### src/hw/rtl/ervd_pkg.sv
// ----------------------------------------------------------------------------
// ervd_pkg
// Shared widths, register indexes and types of the energy-ratio voice end
// detector.
// ----------------------------------------------------------------------------
package ervd_pkg;

  // sample path
  localparam int SAMPLE_W   = 16;
  localparam int FILT_W     = SAMPLE_W + 4;
  localparam int DIFF_W     = FILT_W + 2;
  localparam int ALPHA_W    = 16;
  localparam int PROD_W     = DIFF_W + ALPHA_W + 1;
  localparam int ROUND_SH   = 16;
  localparam int MAG_W      = FILT_W;

  // accumulators and counters
  localparam int TOTAL_W    = 36;
  localparam int WSUM_W     = 34;
  localparam int CNT_W      = 17;
  localparam int MAX_BUFFER = 65536;
  localparam int MAX_WINDOW = 16384;
  localparam int RING_AW    = $clog2(MAX_WINDOW);
  localparam int WIN_W      = 15;
  localparam int RATIO_W    = 16;
  localparam int RATIO_SH   = 14;

  // ratio test datapath
  localparam int SPLIT_A    = 17;
  localparam int SPLIT_B    = 18;
  localparam int MUL_A_W    = 18;
  localparam int MUL_B_W    = RATIO_W + WIN_W;
  localparam int MUL_P_W    = MUL_A_W + MUL_B_W;
  localparam int ACC_A_W    = WSUM_W + CNT_W;
  localparam int ACC_B_W    = TOTAL_W + MUL_B_W;

  // stream and configuration port
  localparam int IN_TDATA_W  = 16;
  localparam int OUT_TDATA_W = 96;
  localparam int CFG_AW      = 2;
  localparam int CFG_DW      = 16;

  localparam logic [CFG_AW-1:0] REG_FILTER_ENABLE = 2'd0;
  localparam logic [CFG_AW-1:0] REG_FILTER_ALPHA  = 2'd1;
  localparam logic [CFG_AW-1:0] REG_WINDOW_LENGTH = 2'd2;
  localparam logic [CFG_AW-1:0] REG_ENERGY_RATIO  = 2'd3;

  localparam logic [ALPHA_W-1:0] ALPHA_RST  = 16'd58982;
  localparam logic [WIN_W-1:0]   WINDOW_RST = 15'd16000;
  localparam logic [RATIO_W-1:0] RATIO_RST  = 16'd9830;

  // request to the ratio test unit
  typedef struct packed {
    logic                 start;
    logic [WSUM_W-1:0]    wsum;
    logic [CNT_W-1:0]     count;
    logic [TOTAL_W-1:0]   total;
    logic [RATIO_W-1:0]   ratio;
    logic [WIN_W-1:0]     window;
  } cmp_req_t;

  typedef struct packed {
    logic done;
    logic ended;
  } cmp_rsp_t;

endpackage

### src/hw/rtl/ervd_ratio_cmp.sv
// ----------------------------------------------------------------------------
// ervd_ratio_cmp
// Multi-cycle test recent*count*2^14 <= ratio*total*window on one shared
// 18x31 multiplier.
// ----------------------------------------------------------------------------
module ervd_ratio_cmp
  import ervd_pkg::*;
(
  input  logic     clk,
  input  logic     rst_n,
  input  cmp_req_t req,
  output cmp_rsp_t rsp
);

  typedef enum logic [2:0] {
    PH_IDLE, PH_RW, PH_A_LO, PH_A_HI, PH_B_LO, PH_B_HI, PH_B_ACC, PH_CMP
  } ph_t;

  ph_t                ph_r;
  logic               done_r;
  logic               ended_r;
  logic [WSUM_W-1:0]  wsum_r;
  logic [CNT_W-1:0]   count_r;
  logic [TOTAL_W-1:0] total_r;
  logic [RATIO_W-1:0] ratio_r;
  logic [WIN_W-1:0]   window_r;
  logic [MUL_B_W-1:0] rw_r;
  logic [MUL_P_W-1:0] prod_r;
  logic [ACC_A_W-1:0] acc_a_r;
  logic [ACC_B_W-1:0] acc_b_r;

  logic [MUL_A_W-1:0] mul_a;
  logic [MUL_B_W-1:0] mul_b;
  logic [MUL_P_W-1:0] prod_nxt;
  logic [ACC_B_W-1:0] lhs;

  // operand select per phase
  always_comb begin
    case (ph_r)
      PH_RW: begin
        mul_a = MUL_A_W'(ratio_r);
        mul_b = MUL_B_W'(window_r);
      end
      PH_A_LO: begin
        mul_a = MUL_A_W'(wsum_r[SPLIT_A-1:0]);
        mul_b = MUL_B_W'(count_r);
      end
      PH_A_HI: begin
        mul_a = MUL_A_W'(wsum_r[WSUM_W-1:SPLIT_A]);
        mul_b = MUL_B_W'(count_r);
      end
      PH_B_LO: begin
        mul_a = MUL_A_W'(total_r[SPLIT_B-1:0]);
        mul_b = rw_r;
      end
      PH_B_HI: begin
        mul_a = MUL_A_W'(total_r[TOTAL_W-1:SPLIT_B]);
        mul_b = rw_r;
      end
      default: begin
        mul_a = '0;
        mul_b = '0;
      end
    endcase
  end

  assign prod_nxt = MUL_P_W'(mul_a) * MUL_P_W'(mul_b);
  assign lhs      = ACC_B_W'({acc_a_r, {RATIO_SH{1'b0}}});

  always_ff @(posedge clk) begin
    if (!rst_n) begin
      ph_r   <= PH_IDLE;
      done_r <= 1'b0;
    end else begin
      case (ph_r)
        PH_IDLE: begin
          if (req.start) begin
            wsum_r   <= req.wsum;
            count_r  <= req.count;
            total_r  <= req.total;
            ratio_r  <= req.ratio;
            window_r <= req.window;
            done_r   <= 1'b0;
            ph_r     <= PH_RW;
          end
        end
        PH_RW: begin
          prod_r <= prod_nxt;
          ph_r   <= PH_A_LO;
        end
        PH_A_LO: begin
          rw_r   <= prod_r[MUL_B_W-1:0];
          prod_r <= prod_nxt;
          ph_r   <= PH_A_HI;
        end
        PH_A_HI: begin
          acc_a_r <= ACC_A_W'(prod_r);
          prod_r  <= prod_nxt;
          ph_r    <= PH_B_LO;
        end
        PH_B_LO: begin
          acc_a_r <= acc_a_r + ACC_A_W'({prod_r, {SPLIT_A{1'b0}}});
          prod_r  <= prod_nxt;
          ph_r    <= PH_B_HI;
        end
        PH_B_HI: begin
          acc_b_r <= ACC_B_W'(prod_r);
          prod_r  <= prod_nxt;
          ph_r    <= PH_B_ACC;
        end
        PH_B_ACC: begin
          acc_b_r <= acc_b_r + ACC_B_W'({prod_r, {SPLIT_B{1'b0}}});
          ph_r    <= PH_CMP;
        end
        PH_CMP: begin
          ended_r <= (lhs <= acc_b_r);
          done_r  <= 1'b1;
          ph_r    <= PH_IDLE;
        end
        default: ph_r <= PH_IDLE;
      endcase
    end
  end

  assign rsp.done  = done_r;
  assign rsp.ended = ended_r;

endmodule

### config.mk
export PLATFORM = sky130hd
export DESIGN_NAME = ervd_ratio_cmp
export DESIGN_NICKNAME = d
export VERILOG_FILES = /design/src/hw/rtl/ervd_pkg.sv /design/src/hw/rtl/ervd_ratio_cmp.sv
export SDC_FILE = /design/constraint.sdc
export NUM_CORES = 2
export LEC_CHECK = 0
export ABC_CLOCK_PERIOD_IN_PS = 15200
export BUFFER_PORTS_ARGS = -buffer_cell sky130_fd_sc_hd__buf_2
export CORE_MARGIN = 1.5
export CORE_UTILIZATION = 35
export DETAILED_ROUTE_END_ITERATION = 12
export PLACE_DENSITY_LB_ADDON = 0.25
export SYNTH_ARGS = -nofsm -noshare
export SYNTH_HDL_FRONTEND = slang
export SYNTH_SLANG_ARGS = --single-unit
export TNS_END_PERCENT = 20
### constraint.sdc
create_clock -name clk -period 15.2 [get_ports clk]
set_clock_uncertainty 0.2 [all_clocks]
set_input_delay 0.76 -clock clk [delete_from_list [all_inputs] [get_ports clk]]
set_output_delay 0.76 -clock clk [all_outputs]
set_load 0.05 [all_outputs]
==> results.md <==
- Status: finished clean
- Setup ws final: 6.64 ns
- Critical path endpoint category: flop
- Core box area: 98,700 um^2
- DRC viols: 0
- Fin Setup TNS: 0 ns
- Slew of the pin with the lowest slew margin: between 1 and 1.5 ns
- Number of synthesized flops with an enable pin: 317
- CP Launch Type: flop
- Hold buffers post-CTS: 0
- H-tree depth: 2
- Final period utilization: 56.3%
- Filler instances: slightly below 10,000
- CP arrival: 8.74 ns
- Final setup viols: 0
- Global-route wire length before repair: 160,000 um
- DR WL/cell: 20.9 um
- Max Cap Viol: 0
- Vias per cell: approximately 5.2
- F_max: 117 MHz
- Antenna violations before repair: 4
- Hold_ws: roughly 0.16 ns
- Root Driver: clkbuf_16
- Nets: 4,520
- Starting DRT DRC Count: 1,918
- Hpwl dp: 81,600 um
- Max Slew Vio Count: 0
- Slew headroom: between 20% and 30%
- Critical path's slowest cell: a221o_1
- DIE WIDTH: 319 um
- Std-Cell Rows: 115
- Ys async rst share: 0%
- Yosys cell types: 80
- Clock Path Buffers: 3
- RSZ-0062 raised after global routing: false
- Mapped Area: roughly 35,000 um^2
- Clock-pin slew on the worst setup and hold paths: 0.06 ns
- Sink Count: 321
- Ys flop type: edfxtp_1
- Number of primary I/O pins: approximately 120
- Layout area overhead: 9.81%
- CP most frequent cell: fa_1
- Crit path time final: 8.56 ns
- Post-synthesis sequential area ratio: 27.4%
- Gr usage total: 20.7%
- Pin count of the biggest net entering global routing: 65
- Port buffer count: 122
- Critical path fanouts, max: 38
- Placement Setup Slack: between 6 and 7 ns
- Hold Vio Cnt, Final: 0
- Hold WC Path Type: in2reg
- CTS Buf Count: 40
- Crit-path max cell delay: 0.84 ns
- Die Ht: 319 um
- Warnings, synthesis: 0
- #FFs+latches synth: 321
- WS Path Type: reg2reg
- Peak supply drop: 0.0734 mV
- CTS tree: built
- Vias: 26,000
- Post-CTS Setup Inserts: 0
- Final ANT Viol Nets: 0
- Cell count after synthesis: about 3,600
- GP Congestion: 0.904
- Post-CTS Resized: 0
- Critical Path RT: 15.38 ns
- GR Overflow Total: 0
- Initial core utilization: 35.4%
- Die ar.: 102,000 um^2
- Total Wirelength: 104,000 um
- Total nets after synthesis: ~4,500
- Clk Latency, worst-skew pair: 0.59 ns
- Leakage power: 17.7 nW
- TritonRoute pass-1 iters: 7
- Number of global-route vias before repair: 26,800
- Share of cells above drive strength 1: 8.15%
- Avg Cell Area, Syn: around 9.7 um^2
- Power Density: 78.2 nW/um^2
[power breakdown]
group	leakage [nW]	switching, mW	total, mW	internal (mW)
registers	2.92	0.0670	1.11	1.04
logic	14.1	0.605	0.944	0.339
clock network	0.617	0.415	0.953	0.538
[worst max-delay path, delay by kind of cell, from the launching register on]
kind                       cells  cell delay [ns]
DFF                            1             0.31
buffers and inverters          5             0.90
and+or+nand+nor                3             0.59
muxes                          1             0.13
adders and majority gates      7             3.43
AOI/OAI and AO/OA             10             2.79
[cells by family (layout without fill, tap and decap cells)]
group           count (synthesis)  in the layout  share of synthesized area [%]
other cells                     0              2                              0
compound gates                579            579                           10.9
flops                         321            321                           27.4
xor+xnor                      117            117                           2.93
buf+inv                       756            840                           8.18
fa+ha+maj                     721            721                           35.8
simple gates                 1099           1099                           13.9
mux                            30             30                          0.905
[final cells by class]
cell class | instances | area [um^2] | area share [%]
multi-input combinational | 2546 | 22700 | 59.0
tap | 1287 | 1610 | 4.19
inverter | 596 | 2240 | 5.82
timing repair buffer | 173 | 993 | 2.59
antenna | 2 | 5.00 | 0.0130
sequential | 321 | 9600 | 25.0
clock buffer | 47 | 1050 | 2.73
clock inverter | 24 | 238 | 0.619
[cell usage after synthesis (all sizes together), types with 21 or more instances]
library cell	n	area [um^2]
inv	596	2240
nand2	481	1810
fa	466	9330
nor2	333	1250
edfxtp	317	9520
ha	255	3190
a21oi	158	802
clkbuf	136	510
o21ai	122	622
a21o	109	818
and2	79	494
xnor2	66	578
xor2	51	447
nand4	41	257
a22oi	34	255
nand2b	33	206
a31oi	25	163
nand3	25	130
buf	24	113
nor2b	23	144
nor3	21	116
[per-layer routing]
metal | GRT usage, % | up-vias | wire length (um)
li1 | - | 11900 | -
met1 | 28.4 | 13100 | 46200
met2 | 32.9 | 790 | 47100
met3 | 3.72 | 180 | 7040
met4 | 7.31 | 2 | 3950
met5 | 0 | - | 19
[metrics by stage]
step,instance area (um^2),total power [mW],utilization (%),std cells
after global placement,37100,2.06,37.6,4923
after global routing,38400,3.17,38.9,4994
final,38400,3.01,38.9,4996
after CTS,38400,3.02,38.9,4994
after detailed placement,37100,2.06,37.6,4923
after floorplan,35000,1.75,-,3623
[state kept, by name, indices dropped and copies added, names as in the netlist, 16 cells and up]
| name | flops |
|---|---|
| rw_r | 31 |
| ratio_r | 16 |
| prod_r | 49 |
| acc_a_r | 51 |
| count_r | 17 |
| wsum_r | 34 |
| acc_b_r | 67 |
| total_r | 36 |
[worst paths after layout]
check                           startpoint          end  slack, ns  cells past startpoint
worst max-delay path               ph_r[0]   prod_r[47]       6.64                     26
worst min-delay path               req[48]  total_r[17]       0.16                      1
worst max register to register     ph_r[0]   prod_r[47]       6.64                     26
worst min register to register      done_r       done_r       0.35                      2
[cells in the final DEF, fill, tap and decap left out, drive strengths merged, types with 51 or more instances in the layout]
cell type and instances:
inv 602, nand2 481, fa 466, nor2 333, edfxtp 317, ha 255, buf 173, a21oi 158
o21ai 122, a21o 109, and2 79, xnor2 66, xor2 51
Power figures use the tool's default switching activity.
